$ cat src/sv/rme_pkg.sv
// ----------------------------------------------------------------------------
// rme_pkg
// Shared types and constants of the rate matching engine: payload structs,
// configuration register map, mode bit positions and parity kind codes.
// ----------------------------------------------------------------------------
package rme_pkg;

    localparam int SAMPLE_WIDTH = 8;
    localparam int VALUE_WIDTH  = SAMPLE_WIDTH + 1;
    localparam int ERR_WIDTH    = 19;
    localparam int MAX_RUN      = 7;

    localparam int CFG_IDX_W  = 3;
    localparam int CFG_DATA_W = 18;
    localparam int MODE_W     = 6;

    localparam int Q_DEPTH = 2;
    localparam int Q_AW    = $clog2(Q_DEPTH);
    localparam int Q_CW    = $clog2(Q_DEPTH + 1);

    // register indexes
    localparam logic [CFG_IDX_W-1:0] CFG_MODE           = 3'd0;
    localparam logic [CFG_IDX_W-1:0] CFG_E_INI_FIRST    = 3'd1;
    localparam logic [CFG_IDX_W-1:0] CFG_E_PLUS_FIRST   = 3'd2;
    localparam logic [CFG_IDX_W-1:0] CFG_E_MINUS_FIRST  = 3'd3;
    localparam logic [CFG_IDX_W-1:0] CFG_E_INI_SECOND   = 3'd4;
    localparam logic [CFG_IDX_W-1:0] CFG_E_PLUS_SECOND  = 3'd5;
    localparam logic [CFG_IDX_W-1:0] CFG_E_MINUS_SECOND = 3'd6;

    // register reset values
    localparam logic [MODE_W-1:0]     MODE_RST    = '0;
    localparam logic [CFG_DATA_W-1:0] E_INI_RST   = 18'd1;
    localparam logic [CFG_DATA_W-1:0] E_PLUS_RST  = 18'd1;
    localparam logic [CFG_DATA_W-1:0] E_MINUS_RST = 18'd0;

    // mode bits
    localparam int MODE_DEMATCH = 0;
    localparam int MODE_TURBO   = 1;
    localparam int MODE_REPEAT  = 2;
    localparam int MODE_PAR_LO  = 3;
    localparam int MODE_PAR_HI  = 4;
    localparam int MODE_ORDER   = 5;

    // parity kinds
    localparam logic [1:0] PAR_X  = 2'd0;
    localparam logic [1:0] PAR_Y  = 2'd1;
    localparam logic [1:0] PAR_YP = 2'd2;
    localparam logic [1:0] PAR_X3 = 2'd3;

    typedef struct packed {
        logic signed [SAMPLE_WIDTH-1:0] sample;
        logic                           frame_start;
    } t_in;

    typedef struct packed {
        logic signed [VALUE_WIDTH-1:0] value;
        logic                          inserted;
        logic                          last;
        logic                          error;
    } t_out;

    typedef struct packed {
        logic [MODE_W-1:0]     mode;
        logic [CFG_DATA_W-1:0] e_ini_first;
        logic [CFG_DATA_W-1:0] e_plus_first;
        logic [CFG_DATA_W-1:0] e_minus_first;
        logic [CFG_DATA_W-1:0] e_ini_second;
        logic [CFG_DATA_W-1:0] e_plus_second;
        logic [CFG_DATA_W-1:0] e_minus_second;
    } t_cfg;

endpackage

$ cat src/sv/rme_front.sv
// ----------------------------------------------------------------------------
// rme_front
// Input side: takes requests and holds them in a short queue until the
// back end is ready to work on them.
// ----------------------------------------------------------------------------
module rme_front (
    input  logic          i_clk,
    input  logic          i_rst_n,
    input  logic          i_in_valid,
    output logic          o_in_ready,
    input  rme_pkg::t_in  i_in_data,
    output logic          o_q_valid,
    input  logic          i_q_pop,
    output rme_pkg::t_in  o_q_data
);

    rme_pkg::t_in                r_mem [rme_pkg::Q_DEPTH];
    logic [rme_pkg::Q_AW-1:0]    r_wptr;
    logic [rme_pkg::Q_AW-1:0]    r_rptr;
    logic [rme_pkg::Q_CW-1:0]    r_count;
    logic                        push;
    logic                        pop;

    assign o_in_ready = (r_count != rme_pkg::Q_CW'(rme_pkg::Q_DEPTH));
    assign o_q_valid  = (r_count != '0);
    assign o_q_data   = r_mem[r_rptr];
    assign push       = i_in_valid && o_in_ready;
    assign pop        = i_q_pop && o_q_valid;

    always_ff @(posedge i_clk) begin
        if (push) begin
            r_mem[r_wptr] <= i_in_data;
        end
    end

    always_ff @(posedge i_clk) begin
        if (!i_rst_n) begin
            r_wptr  <= '0;
            r_rptr  <= '0;
            r_count <= '0;
        end else begin
            if (push) begin
                r_wptr <= (r_wptr == rme_pkg::Q_AW'(rme_pkg::Q_DEPTH - 1)) ? '0 : r_wptr + 1'b1;
            end
            if (pop) begin
                r_rptr <= (r_rptr == rme_pkg::Q_AW'(rme_pkg::Q_DEPTH - 1)) ? '0 : r_rptr + 1'b1;
            end
            if (push && !pop) begin
                r_count <= r_count + 1'b1;
            end else if (pop && !push) begin
                r_count <= r_count - 1'b1;
            end
        end
    end

endmodule

$ cat src/sv/rme_back.sv
// ----------------------------------------------------------------------------
// rme_back
// Back end: error counters, parity sequence and the per-sample sequencer
// that punctures, repeats, inserts zeros and sums repeats, with an output
// register toward the receiver.
// ----------------------------------------------------------------------------
module rme_back #(
    parameter int ERR_WIDTH = rme_pkg::ERR_WIDTH,
    parameter int MAX_RUN   = rme_pkg::MAX_RUN
) (
    input  logic          i_clk,
    input  logic          i_rst_n,
    input  rme_pkg::t_cfg i_cfg,
    input  logic          i_q_valid,
    input  rme_pkg::t_in  i_q_data,
    output logic          o_q_pop,
    output logic          o_out_valid,
    input  logic          i_out_ready,
    output rme_pkg::t_out o_out_data
);

    localparam int CW    = ((ERR_WIDTH > rme_pkg::CFG_DATA_W + 1) ?
                            ERR_WIDTH : rme_pkg::CFG_DATA_W + 1) + 1;
    localparam int RUN_W = $clog2(MAX_RUN + 1);
    localparam int SW    = rme_pkg::SAMPLE_WIDTH;
    localparam int VW    = rme_pkg::VALUE_WIDTH;

    localparam logic signed [CW-1:0] EMAX = {{(CW-ERR_WIDTH+1){1'b0}}, {(ERR_WIDTH-1){1'b1}}};
    localparam logic signed [CW-1:0] EMIN = {{(CW-ERR_WIDTH+1){1'b1}}, {(ERR_WIDTH-1){1'b0}}};

    localparam logic [2:0] S_IDLE  = 3'd0;
    localparam logic [2:0] S_SUB   = 3'd1;
    localparam logic [2:0] S_ACT   = 3'd2;
    localparam logic [2:0] S_FINAL = 3'd3;
    localparam logic [2:0] S_REP   = 3'd4;
    localparam logic [2:0] S_SUM   = 3'd5;

    localparam logic [1:0] SEL_NONE   = 2'd0;
    localparam logic [1:0] SEL_FIRST  = 2'd1;
    localparam logic [1:0] SEL_SECOND = 2'd2;

    function automatic logic signed [ERR_WIDTH-1:0] sat_err(input logic signed [CW-1:0] v);
        if (v > EMAX) begin
            return EMAX[ERR_WIDTH-1:0];
        end else if (v < EMIN) begin
            return EMIN[ERR_WIDTH-1:0];
        end
        return v[ERR_WIDTH-1:0];
    endfunction

    function automatic logic signed [CW-1:0] ext_u(input logic [rme_pkg::CFG_DATA_W-1:0] v);
        return signed'({{(CW-rme_pkg::CFG_DATA_W){1'b0}}, v});
    endfunction

    function automatic rme_pkg::t_out mk_out(input logic signed [VW-1:0] v, input logic ins,
                                             input logic last, input logic err);
        rme_pkg::t_out o;
        o.value    = v;
        o.inserted = ins;
        o.last     = last;
        o.error    = err;
        return o;
    endfunction

    logic [2:0]                   r_state, n_state;
    logic signed [ERR_WIDTH-1:0]  r_e1, n_e1;
    logic signed [ERR_WIDTH-1:0]  r_e2, n_e2;
    logic [1:0]                   r_par, n_par;
    logic signed [ERR_WIDTH-1:0]  r_diff, n_diff;
    logic [1:0]                   r_sel, n_sel;
    logic signed [SW-1:0]         r_s, n_s;
    logic signed [SW-1:0]         r_held, n_held;
    logic                         r_holding, n_holding;
    logic [RUN_W-1:0]             r_run, n_run;
    logic                         r_pend, n_pend;
    logic                         r_fin_err, n_fin_err;
    logic                         r_out_valid, n_out_valid;
    rme_pkg::t_out                r_out, n_out;

    logic                         out_free;
    logic                         done;
    logic                         dem;
    logic                         turbo;
    logic                         hit;
    logic [1:0]                   first_par;
    logic [rme_pkg::CFG_DATA_W-1:0] add_p;
    logic signed [ERR_WIDTH-1:0]  e_new;
    logic signed [VW-1:0]         s_ext;

    assign out_free    = !r_out_valid || i_out_ready;
    assign dem         = i_cfg.mode[rme_pkg::MODE_DEMATCH];
    assign turbo       = i_cfg.mode[rme_pkg::MODE_TURBO];
    assign first_par   = (i_cfg.mode[rme_pkg::MODE_PAR_HI:rme_pkg::MODE_PAR_LO] == rme_pkg::PAR_X3)
                         ? rme_pkg::PAR_X
                         : i_cfg.mode[rme_pkg::MODE_PAR_HI:rme_pkg::MODE_PAR_LO];
    assign s_ext       = VW'(r_s);
    assign o_out_valid = r_out_valid;
    assign o_out_data  = r_out;

    // counter operands
    always_comb begin
        add_p = (r_sel == SEL_SECOND) ? i_cfg.e_plus_second : i_cfg.e_plus_first;
        hit   = (r_sel != SEL_NONE) && (r_diff[ERR_WIDTH-1] || (r_diff == '0));
        e_new = hit ? sat_err(CW'(r_diff) + ext_u(add_p)) : r_diff;
    end

    always_comb begin
        logic [1:0] p;
        logic [1:0] sel;
        n_state     = r_state;
        n_e1        = r_e1;
        n_e2        = r_e2;
        n_par       = r_par;
        n_diff      = r_diff;
        n_sel       = r_sel;
        n_s         = r_s;
        n_held      = r_held;
        n_holding   = r_holding;
        n_run       = r_run;
        n_pend      = r_pend;
        n_fin_err   = r_fin_err;
        n_out_valid = r_out_valid && !i_out_ready;
        n_out       = r_out;
        done        = 1'b0;
        o_q_pop     = 1'b0;
        p           = r_par;
        sel         = SEL_FIRST;

        unique case (r_state)
            S_IDLE: begin
                n_state = S_IDLE;
            end
            S_SUB: begin
                if (turbo) begin
                    if (p == rme_pkg::PAR_Y) begin
                        sel = SEL_FIRST;
                    end else if (p == rme_pkg::PAR_YP) begin
                        sel = SEL_SECOND;
                    end else begin
                        sel = SEL_NONE;
                    end
                    if (i_cfg.mode[rme_pkg::MODE_ORDER]) begin
                        n_par = (p == rme_pkg::PAR_X) ? rme_pkg::PAR_YP :
                                (p == rme_pkg::PAR_YP) ? rme_pkg::PAR_Y : rme_pkg::PAR_X;
                    end else begin
                        n_par = (p == rme_pkg::PAR_X) ? rme_pkg::PAR_Y :
                                (p == rme_pkg::PAR_Y) ? rme_pkg::PAR_YP : rme_pkg::PAR_X;
                    end
                end
                n_sel = sel;
                if (sel == SEL_SECOND) begin
                    n_diff = sat_err(CW'(r_e2) - ext_u(i_cfg.e_minus_second));
                end else begin
                    n_diff = sat_err(CW'(r_e1) - ext_u(i_cfg.e_minus_first));
                end
                n_state = S_ACT;
            end
            S_ACT: begin
                if (out_free) begin
                    if (r_sel == SEL_FIRST) begin
                        n_e1 = e_new;
                    end else if (r_sel == SEL_SECOND) begin
                        n_e2 = e_new;
                    end
                    if (!dem) begin
                        if (!hit) begin
                            n_out_valid = 1'b1;
                            n_out       = mk_out(s_ext, 1'b0, 1'b1, 1'b0);
                            done        = 1'b1;
                        end else if (!turbo && i_cfg.mode[rme_pkg::MODE_REPEAT]) begin
                            n_out_valid = 1'b1;
                            n_out       = mk_out(s_ext, 1'b0, 1'b0, 1'b0);
                            n_state     = S_REP;
                        end else begin
                            done = 1'b1;
                        end
                    end else if (hit && !turbo && i_cfg.mode[rme_pkg::MODE_REPEAT]) begin
                        // repeat waits for its second copy
                        n_held    = r_s;
                        n_holding = 1'b1;
                        if (r_pend) begin
                            n_out_valid = 1'b1;
                            n_out       = mk_out('0, 1'b1, 1'b1, 1'b0);
                        end
                        done = 1'b1;
                    end else if (hit && (r_run < RUN_W'(MAX_RUN))) begin
                        // inserted zero, held back until the next position is known
                        if (r_pend) begin
                            n_out_valid = 1'b1;
                            n_out       = mk_out('0, 1'b1, 1'b0, 1'b0);
                        end
                        n_pend  = 1'b1;
                        n_run   = r_run + 1'b1;
                        n_state = S_SUB;
                    end else begin
                        n_out_valid = 1'b1;
                        if (r_pend) begin
                            n_out     = mk_out('0, 1'b1, 1'b0, 1'b0);
                            n_fin_err = hit;
                            n_state   = S_FINAL;
                        end else begin
                            n_out = mk_out(s_ext, 1'b0, 1'b1, hit);
                            done  = 1'b1;
                        end
                    end
                end
            end
            S_FINAL: begin
                if (out_free) begin
                    n_out_valid = 1'b1;
                    n_out       = mk_out(s_ext, 1'b0, 1'b1, r_fin_err);
                    done        = 1'b1;
                end
            end
            S_REP: begin
                if (out_free) begin
                    n_out_valid = 1'b1;
                    n_out       = mk_out(s_ext, 1'b0, 1'b1, 1'b0);
                    done        = 1'b1;
                end
            end
            S_SUM: begin
                if (out_free) begin
                    n_out_valid = 1'b1;
                    n_out       = mk_out(VW'(r_held) + s_ext, 1'b0, 1'b1, 1'b0);
                    n_holding   = 1'b0;
                    done        = 1'b1;
                end
            end
            default: begin
                n_state = S_IDLE;
            end
        endcase

        if (done) begin
            n_state = S_IDLE;
        end

        // start of the next request
        if (((r_state == S_IDLE) || done) && i_q_valid) begin
            o_q_pop   = 1'b1;
            n_s       = i_q_data.sample;
            n_run     = '0;
            n_pend    = 1'b0;
            n_fin_err = 1'b0;
            if (i_q_data.frame_start) begin
                n_e1      = sat_err(ext_u(i_cfg.e_ini_first));
                n_e2      = sat_err(ext_u(i_cfg.e_ini_second));
                n_par     = first_par;
                n_holding = 1'b0;
            end
            if (dem && n_holding) begin
                n_state = S_SUM;
            end else begin
                if (!dem) begin
                    n_holding = 1'b0;
                end
                n_state = S_SUB;
            end
        end
    end

    always_ff @(posedge i_clk) begin
        r_diff    <= n_diff;
        r_s       <= n_s;
        r_held    <= n_held;
        r_run     <= n_run;
        r_fin_err <= n_fin_err;
        r_out     <= n_out;
        r_sel     <= n_sel;
    end

    always_ff @(posedge i_clk) begin
        if (!i_rst_n) begin
            r_state     <= S_IDLE;
            r_e1        <= ERR_WIDTH'(rme_pkg::E_INI_RST);
            r_e2        <= ERR_WIDTH'(rme_pkg::E_INI_RST);
            r_par       <= rme_pkg::PAR_X;
            r_holding   <= 1'b0;
            r_pend      <= 1'b0;
            r_out_valid <= 1'b0;
        end else begin
            r_state     <= n_state;
            r_e1        <= n_e1;
            r_e2        <= n_e2;
            r_par       <= n_par;
            r_holding   <= n_holding;
            r_pend      <= n_pend;
            r_out_valid <= n_out_valid;
        end
    end

endmodule

$ cat src/sv/rate_matching_engine.sv
// ----------------------------------------------------------------------------
// rate_matching_engine
// Puncture / repeat rate matcher and dematcher driven by error counters.
//
// Input requests carry one soft sample and a frame-start flag; frame start
// reloads the counters from the e_ini registers and the parity sequence from
// the mode bits. Output requests carry value, inserted, last and error; last
// marks the final result of one input sample. A sample may give no result
// (match puncture, dematch repeat waiting for its copy) or up to MAX_RUN+1.
// Registers are written through i_cfg_we / i_cfg_index / i_cfg_data; the
// user must write them only while the block is idle, which the block itself
// does not enforce. Input requests wait in a two-entry queue; the back end
// evaluates each counter position by a subtract step, then a decide and
// update step. A plain sample takes one position, each inserted zero one
// more, and the result after a zero run or a match repeat copy takes a
// further state; a dematch sum evaluates no position.
// Results sit in an output register; while the receiver stalls the back end
// holds, and the queue keeps taking requests until full.
// Reset clears queue and output, loads register reset values and sets the
// counters to the reset e_ini values.
// ----------------------------------------------------------------------------
module rate_matching_engine #(
    parameter int ERR_WIDTH = rme_pkg::ERR_WIDTH,
    parameter int MAX_RUN   = rme_pkg::MAX_RUN
) (
    input  logic                              i_clk,
    input  logic                              i_rst_n,
    input  logic                              i_in_valid,
    output logic                              o_in_ready,
    input  rme_pkg::t_in                      i_in_data,
    output logic                              o_out_valid,
    input  logic                              i_out_ready,
    output rme_pkg::t_out                     o_out_data,
    input  logic                              i_cfg_we,
    input  logic [rme_pkg::CFG_IDX_W-1:0]     i_cfg_index,
    input  logic [rme_pkg::CFG_DATA_W-1:0]    i_cfg_data
);

    rme_pkg::t_cfg r_cfg;
    logic          q_valid;
    logic          q_pop;
    rme_pkg::t_in  q_data;

    always_ff @(posedge i_clk) begin
        if (!i_rst_n) begin
            r_cfg.mode           <= rme_pkg::MODE_RST;
            r_cfg.e_ini_first    <= rme_pkg::E_INI_RST;
            r_cfg.e_plus_first   <= rme_pkg::E_PLUS_RST;
            r_cfg.e_minus_first  <= rme_pkg::E_MINUS_RST;
            r_cfg.e_ini_second   <= rme_pkg::E_INI_RST;
            r_cfg.e_plus_second  <= rme_pkg::E_PLUS_RST;
            r_cfg.e_minus_second <= rme_pkg::E_MINUS_RST;
        end else if (i_cfg_we) begin
            unique case (i_cfg_index)
                rme_pkg::CFG_MODE: begin
                    r_cfg.mode <= i_cfg_data[rme_pkg::MODE_W-1:0];
                end
                rme_pkg::CFG_E_INI_FIRST: begin
                    r_cfg.e_ini_first <= i_cfg_data;
                end
                rme_pkg::CFG_E_PLUS_FIRST: begin
                    r_cfg.e_plus_first <= i_cfg_data;
                end
                rme_pkg::CFG_E_MINUS_FIRST: begin
                    r_cfg.e_minus_first <= i_cfg_data;
                end
                rme_pkg::CFG_E_INI_SECOND: begin
                    r_cfg.e_ini_second <= i_cfg_data;
                end
                rme_pkg::CFG_E_PLUS_SECOND: begin
                    r_cfg.e_plus_second <= i_cfg_data;
                end
                rme_pkg::CFG_E_MINUS_SECOND: begin
                    r_cfg.e_minus_second <= i_cfg_data;
                end
                default: begin
                    r_cfg <= r_cfg;
                end
            endcase
        end
    end

    rme_front u_front (
        .i_clk      (i_clk),
        .i_rst_n    (i_rst_n),
        .i_in_valid (i_in_valid),
        .o_in_ready (o_in_ready),
        .i_in_data  (i_in_data),
        .o_q_valid  (q_valid),
        .i_q_pop    (q_pop),
        .o_q_data   (q_data)
    );

    rme_back #(
        .ERR_WIDTH (ERR_WIDTH),
        .MAX_RUN   (MAX_RUN)
    ) u_back (
        .i_clk       (i_clk),
        .i_rst_n     (i_rst_n),
        .i_cfg       (r_cfg),
        .i_q_valid   (q_valid),
        .i_q_data    (q_data),
        .o_q_pop     (q_pop),
        .o_out_valid (o_out_valid),
        .i_out_ready (i_out_ready),
        .o_out_data  (o_out_data)
    );

endmodule
$ cat config.mk
export PLATFORM = sky130hd
export DESIGN_NAME = rate_matching_engine
export DESIGN_NICKNAME = d
export VERILOG_FILES = /design/src/sv/rme_pkg.sv /design/src/sv/rme_front.sv /design/src/sv/rme_back.sv /design/src/sv/rate_matching_engine.sv
export SDC_FILE = /design/constraint.sdc
export NUM_CORES = 1
export LEC_CHECK = 0
export ABC_AREA = 1
export BUFFER_PORTS_ARGS = -buffer_cell sky130_fd_sc_hd__buf_2
export CAP_MARGIN = 30
export CORE_MARGIN = 2
export CORE_UTILIZATION = 39
export CTS_BUF_LIST = sky130_fd_sc_hd__clkbuf_8
export DETAILED_ROUTE_END_ITERATION = 8
export PLACE_DENSITY = 0.54
export SLEW_MARGIN = 5
export SYNTH_ARGS = -nofsm -noshare
export SYNTH_HDL_FRONTEND = slang
export SYNTH_HIERARCHICAL = 1
export SYNTH_SLANG_ARGS = --single-unit
$ cat constraint.sdc
create_clock -name i_clk -period 3.58 [get_ports i_clk]
set_input_delay 0.358 -clock i_clk [delete_from_list [all_inputs] [get_ports i_clk]]
set_output_delay 0.358 -clock i_clk [all_outputs]
set_load 0.005 [all_outputs]
==> metrics.csv, run 1 <==
metric,value,unit
run status,"finished, final reports clean",
RSZ-0062 raised after global routing,no,
deepest clock path buffer count,3,
total wire length,49690,µm
cell at the slowest stage of the critical path,edfxtp_1,
Critical Path AT,3.85,ns
Worst path max stage delay,0.39,ns
Worst Setup End Kind,flop,
pwr/cell area,1003,nW/µm²
met3 Use GR,0.03953,
post-place instance area,15080,µm²
# fillers,3896,
post-route DRC violation count,0,
WS Path Type,reg -> reg,
register area share after synthesis,0.3719,
Slew Limit Fails,0,
"CTS clk-pin slew, worst paths",0.06,ns
Synth-to-Final Area Change,10.82,%
met2 usage,0.4112,
Max Cap Viol,0,
Hold Path Class,in -> reg,
Clock Sinks,236,
area of the multi-input gates,7850,µm²
GR Layer Usage met1,0.3583,
post-route cell area,16080,µm²
Layout Nets,2285,
Root Buffer,clkbuf_8,
Chip Height,196.9,µm
Crit Path Max Fanout,18,
"Critical Path, Cell by Cell",nor2_2 -> buf_4 -> nand2_1 -> nand2_1 -> ha_1 -> a21oi_1 -> nand2_1 -> nand2_1 -> nand3_2 -> nand2_1 -> nand3_1 -> nand3_4 -> nand2_2 -> inv_4 -> nand2_2 -> nand3_1 -> nand3_1 -> nand2_1 -> inv_1,
CP dominant cell by count,nand2_1,
drt via density,5.107,
share of layout cells above drive strength 1,0.09670,
cell area after synthesis,14510,µm²
Clock Latency Late Sink,0.63,ns
DP HPWL,37260,µm
CP required,4.09,ns
"EDFF count, synth",67,
port bufs,48,
Detailed Routing Iterations Pass 1,5,
top_reg_cell synth,dfxtp_1,
crit path buf inv count,3,
via count,13690,
setup total negative slack,0,ns
gpl congestion,0.9421,
H-tree depth,2,
Syn Inst Count,2130,
Mean Syn Cell Area,6.811,µm²
GRT Resource Usage Total,0.2577,
Reg area,5395,µm²
min Tclk post-route,3.346,ns
Starting DRT DRC Count,1236,
number of diodes,0,
grt ovf,0,
unique cell type count in the Yosys netlist,49,
CTS Buf Count,43,
VDD IR max,0.4417,mV
ratio of final minimum period to clock period,0.9347,
initial core utilization,0.3963,
CP startpoint kind,flop,
global-route wire length before repair,75180,µm
slew margin rel.,0.3175,
GR peak layer,met2,
Final Hold Vio Count,0,
"Async S/R FF share, synth",0,
"delay-heaviest family, CP",simple AND/OR/NAND/NOR gates,
initial antenna violation count,1,
fmax,298.8,MHz
syn_nets,2236,
Core ar.,36610,µm²
final setup violation count,0,
YS warnings,6,
Post-DRT Antenna Nets,0,
CTS tree,done,
Leak,7.745,nW
IO Count,49,
die width,196.9,µm
die area,38760,µm²
Seq cells post-synth,236,
Avg WL per Cell,18.53,µm
Std-Cell Rows,70,
Least-Margin Pin Slew,1.022,ns
worst clock skew,0.04505,ns
worst hold slack,0.08170,ns
largest net degree at the start of global routing,104,
vias in the first global route,12650,
## worst paths after layout
| path | depth (start not counted) | slack, ns | endpoint | from |
|---|---|---|---|---|
| worst max-delay path | 19 | 0.23 | u_back/r_e2[17] | u_back/r_sel[0] |
| worst min-delay path | 3 | 0.08 | r_cfg[72] | i_cfg_data[0] |
| worst max register to register | 19 | 0.23 | u_back/r_e2[17] | u_back/r_sel[0] |
| worst min register to register | 2 | 0.48 | u_back/r_fin_err | u_back/r_fin_err |
## Yosys cell counts, drive strengths merged (4+ instances only)
library cell,number,share of area
ha,67,0.058
nor3,12,0.0041
mux2,9,0.0070
xnor2,7,0.0042
buf,55,0.025
nand2,642,0.17
inv,229,0.059
nand3,272,0.098
edfxtp,67,0.14
nor2,350,0.097
xor2,29,0.018
or2,18,0.0078
clkbuf,15,0.0039
o21ai,52,0.018
fa,4,0.0055
nand4,17,0.0073
dfxtp,169,0.23
nand3b,7,0.0036
a22oi,4,0.0028
a21oi,75,0.026
a211oi,5,0.0026
o21a,4,0.0021
## per-stage QoR
step / total power [W] / cells / worst slack (ns) / utilization
after floorplan: 0.01073 / 2130 / 0.7219 / -
after global placement: 0.01343 / 2592 / 0.3132 / 0.4119
after detailed placement: 0.01341 / 2592 / 0.3287 / 0.4119
after CTS: 0.01610 / 2680 / 0.2939 / 0.4384
after global routing: 0.01738 / 2681 / 0.02674 / 0.4392
final: 0.01613 / 2681 / 0.2337 / 0.4392
## per-layer routing
layer / part of all wire / vias up / wire length (µm)
li1: - / 6924 / -
met5: 0 / - / 0
met2: 0.45 / 440 / 22150
met1: 0.46 / 6260 / 22920
met3: 0.065 / 68 / 3236
met4: 0.028 / 0 / 1381
## kinds of logic after synthesis
| logic type | share of synthesized area |
|---|---|
| compound gates | 0.05796 |
| buf+inv | 0.08875 |
| flops | 0.3719 |
| xor+xnor | 0.02173 |
| fa+ha+maj | 0.06330 |
| mux | 0.007676 |
| simple gates | 0.3887 |
## registers in the layout, indices dropped and copies added (netlist names), 2 cells and up, named ones only
register / count
u_back/r_diff: 19
u_back/r_held: 8
u_back/r_e1: 19
u_back/o_out_data: 12
u_front/r_count: 2
u_back/r_run: 3
u_back/r_par: 2
u_back/r_state: 3
r_cfg: 114
u_back/r_s: 8
u_back/r_e2: 19
u_back/r_sel: 2
u_front/r_mem: 18
## cell type report
type | count | share of cell area
clock buffer | 52 | 0.04451
sequential | 236 | 0.3356
inverter | 232 | 0.05440
multi-input combinational | 1592 | 0.4882
clock inverter | 27 | 0.01019
tap | 468 | 0.03642
timing repair buffer | 74 | 0.03066
## worst reg2reg max path: cells and delay by family, from the launching register on
kind,cells,cell delay [ns]
buf+inv,3,0.52
compound gates,1,0.26
flops,1,0.39
fa+ha+maj,1,0.30
simple gates,14,1.75
## power by group
| group | switching [W] | leakage (nW) | internal [W] |
|---|---|---|---|
| clock network | 0.00123 | 0.515 | 0.00140 |
| registers | 0.000558 | 2.00 | 0.00367 |
| logic | 0.00622 | 5.23 | 0.00305 |
## layout by cell type (no fill, tap or decap), types with 3 or more instances in the layout
cell           instances
clkinv_1               5
inv_1                231
buf_2                 47
a211oi_1               4
mux2_2                 9
nand3_1              265
o21ai_1                4
edfxtp_1              67
or2_2                 18
nor2_4                12
o21ai_0               48
buf_4                 16
nor2_2                 8
nand2_1              626
dlygate4sd3_1          9
xor2_1                29
fa_1                   4
nand3_4                3
clkinv_2               4
dfxtp_1              169
nand3_2                4
and2_1                 3
ha_1                  67
o21a_1                 4
o31ai_1                3
inv_2                 14
nor2_1               330
nand4_1               17
nand3b_1               7
a21oi_1               74
nor3_1                12
xnor2_1                7
clkbuf_8              52
nand2_2               14
## repair_timing
action | in CTS | in global routing
resized for setup | 0 | 0
buffers inserted | 0 | 0
hold buffers | 9 | 0
hold endpoints to repair | 18 | 0
Power figures use the tool's default switching activity.
==> run 2: changes to the inputs <==
--- a/config.mk
+++ b/config.mk
@@ -10,7 +10,6 @@
 export CAP_MARGIN = 30
 export CORE_MARGIN = 2
 export CORE_UTILIZATION = 39
-export CTS_BUF_LIST = sky130_fd_sc_hd__clkbuf_8
 export DETAILED_ROUTE_END_ITERATION = 8
 export PLACE_DENSITY = 0.54
 export SLEW_MARGIN = 5
==> metrics.csv, run 2 (synthesized netlist as in run 1, its figures left out) <==
metric,value,unit,change
run status,"finished, final reports clean",,
drt via density,5.153,,+0.90%
Worst Setup SP,u_back/r_sel[0],,
R2R Setup Slk,0.27,ns,+0.04 ns
Max Cap Viol,0,,unchanged
CTS tree,done,,
Least-Margin Pin Slew,1.018,ns,-0.004136 ns
Starting DRT DRC Count,1134,,-8.3%
gpl congestion,0.9421,,unchanged
grt ovf,0,,unchanged
Worst Reg-to-Reg Cells,19,,unchanged
Chip Height,196.9,µm,unchanged
ratio of final minimum period to clock period,0.9239,,-0.01078
largest net degree at the start of global routing,104,,unchanged
Crit Path Max Fanout,18,,unchanged
WS Path Type,reg -> reg,,
setup total negative slack,0,ns,unchanged
Clock Latency Late Sink,0.55,ns,-0.08 ns
Leak,7.627,nW,-1.5%
Post-CTS Setup Inserts,0,,unchanged
crit path to,u_back/r_e2[17],,
Reg-to-Reg Start,u_back/r_sel[0],,
Avg WL per Cell,18.59,µm,+0.29%
total wire length,49230,µm,-0.91%
post-route DRC violation count,0,,unchanged
GRT Resource Usage Total,0.2532,,-0.004498
Final Hold Vio Count,0,,unchanged
Comb power frac,0.573,,-0.002
switch share,0.4908,,-0.005771
CP required,4.03,ns,-0.06 ns
Largest Register,r_cfg,,
CP startpoint kind,flop,,
# fillers,3889,,-0.18%
Core ar.,36610,µm²,unchanged
CTS Buf Count,28,,-35%
post-route core utilization,0.4370,,-0.002119
fmax,302.3,MHz,+1.2%
worst clock skew,0.009094,ns,-0.03595 ns
slew margin rel.,0.3202,,+0.002763
"CTS clk-pin slew, worst paths",0.06,ns,about the same
clock power share,0.166,,+0.003
die width,196.9,µm,unchanged
die area,38760,µm²,unchanged
most frequent cells in the layout,"nand2_1 (626), nor2_1 (330), nand3_1 (265), inv_1 (214), dfxtp_1 (169)",,
port bufs,48,,unchanged
RR Endpoint,u_back/r_e2[17],,
IO Count,49,,unchanged
deepest clock path buffer count,3,,unchanged
min Tclk post-route,3.308,ns,-0.03858 ns
share of layout cells above drive strength 1,0.08945,,-0.007252
H-tree depth,1,,-1
global-route wire length before repair,74750,µm,-0.58%
Synth-to-Final Area Change,10.29,%,
Root Buffer,clkbuf_16,,
pwr/cell area,1011,nW/µm²,+0.74%
Critical Path AT,3.75,ns,-0.10 ns
CTS Hold Bufs,4,,-5
via count,13650,,-0.31%
Worst Setup End Kind,flop,,
Std-Cell Rows,70,,unchanged
Post-DRT Antenna Nets,0,,unchanged
Detailed Routing Iterations Pass 1,5,,unchanged
"commonest non-fill, non-tap cell in the layout",nand2_1,,
sequential fraction of design power,0.262,,about the same
VDD IR max,0.4397,mV,-0.44%
Psw,0.007937,W,-0.91%
RSZ-0062 raised after global routing,no,,
Clock Sinks,236,,unchanged
initial core utilization,0.3963,,unchanged
Layout Nets,2265,,-0.88%
DP HPWL,37260,µm,unchanged
Int Power,0.008234,W,+1.4%
Slew Limit Fails,0,,unchanged
max reg flops,114,,unchanged
vias in the first global route,12510,,-1.1%
initial antenna violation count,1,,unchanged
# resized after CTS,0,,unchanged
final setup violation count,0,,unchanged
Hold Path Class,in -> reg,,
run 2: cell types whose count changed in the layout (fill, tap and decap cells not counted):
cell and delta:
clkinvlp_4 +1, inv_1 -17, clkbuf_8 -50, clkbuf_1 +8
clkbuf_16 +29, diode_2 +1, clkinv_8 -2, bufinv_16 -1
clkinv_4 +2, dlygate4sd3_1 -5, clkinv_2 +3, inv_8 -1
run 2: area by class of cell:
cell class,count,area (µm²),area share
tap,468,585.6,0.03660
antenna,1,2.502,0.0001564
multi-input combinational,1592,7850,0.4906
clock buffer,39,783.3,0.04895
sequential,236,5395,0.3372
timing repair buffer,69,442.9,0.02768
clock inverter,12,66.31,0.004145
inverter,232,874.6,0.05466
run 2: worst max-delay path: stages (launching register included):
cell      delay (ns)
edfxtp_1        0.39
nor2_2          0.16
buf_4           0.25
nand2_1         0.08
nand2_1         0.15
ha_1            0.30
a21oi_1         0.26
nand2_1         0.11
nand2_1         0.08
nand3_2         0.12
nand2_1         0.13
nand3_1         0.12
nand3_4         0.25
nand2_2         0.10
inv_4           0.23
nand2_2         0.10
nand3_1         0.13
nand3_1         0.10
nand2_1         0.08
inv_1           0.04
run 2: metal layers:
layer,track usage,routed length [µm],vias to the layer above
met5,0,0,-
met1,0.3605,23110,6257
met3,0.02687,2790,72
met2,0.4079,21900,437
met4,0.06906,1430,0
li1,-,-,6884
run 2: per-stage QoR:
step	power (W)	cell area [µm²]	setup WS [ns]	hold slack (ns)	std cells
finish	0.01617	16000	0.2723	0.01163	2649
detailed placement	0.01341	15080	0.3287	0.4664	2592
global placement	0.01343	15080	0.3132	0.4609	2592
CTS	0.01613	15970	0.3116	0.0003673	2647
floorplan	0.01073	14510	0.7219	0.4301	2130
global route	0.01740	16000	0.04806	0.0005903	2648
run 2: how the worst min path moves through the flow:
stage / start / end / cells after the start
floorplan: r_cfg[36] / u_back/r_e2[0] / 2
global placement: u_back/r_fin_err / u_back/r_fin_err / 2
detailed placement: u_back/r_fin_err / u_back/r_fin_err / 2
CTS: i_in_data[8] / u_front/r_mem[0][8] / 1
global route: i_in_data[4] / u_front/r_mem[1][4] / 1
finish: i_in_data[8] / u_front/r_mem[0][8] / 1
run 2: power by group through the flow:
stage          Combinational [W]  Sequential, W  Clock, W
4_1_cts                  0.00915        0.00424   0.00274
2_1_floorplan            0.00674        0.00399         0
3_5_place_dp             0.00912        0.00429         0
5_1_grt                   0.0103        0.00427   0.00283
3_3_place_gp             0.00913        0.00429         0
6_report                 0.00926        0.00423   0.00268
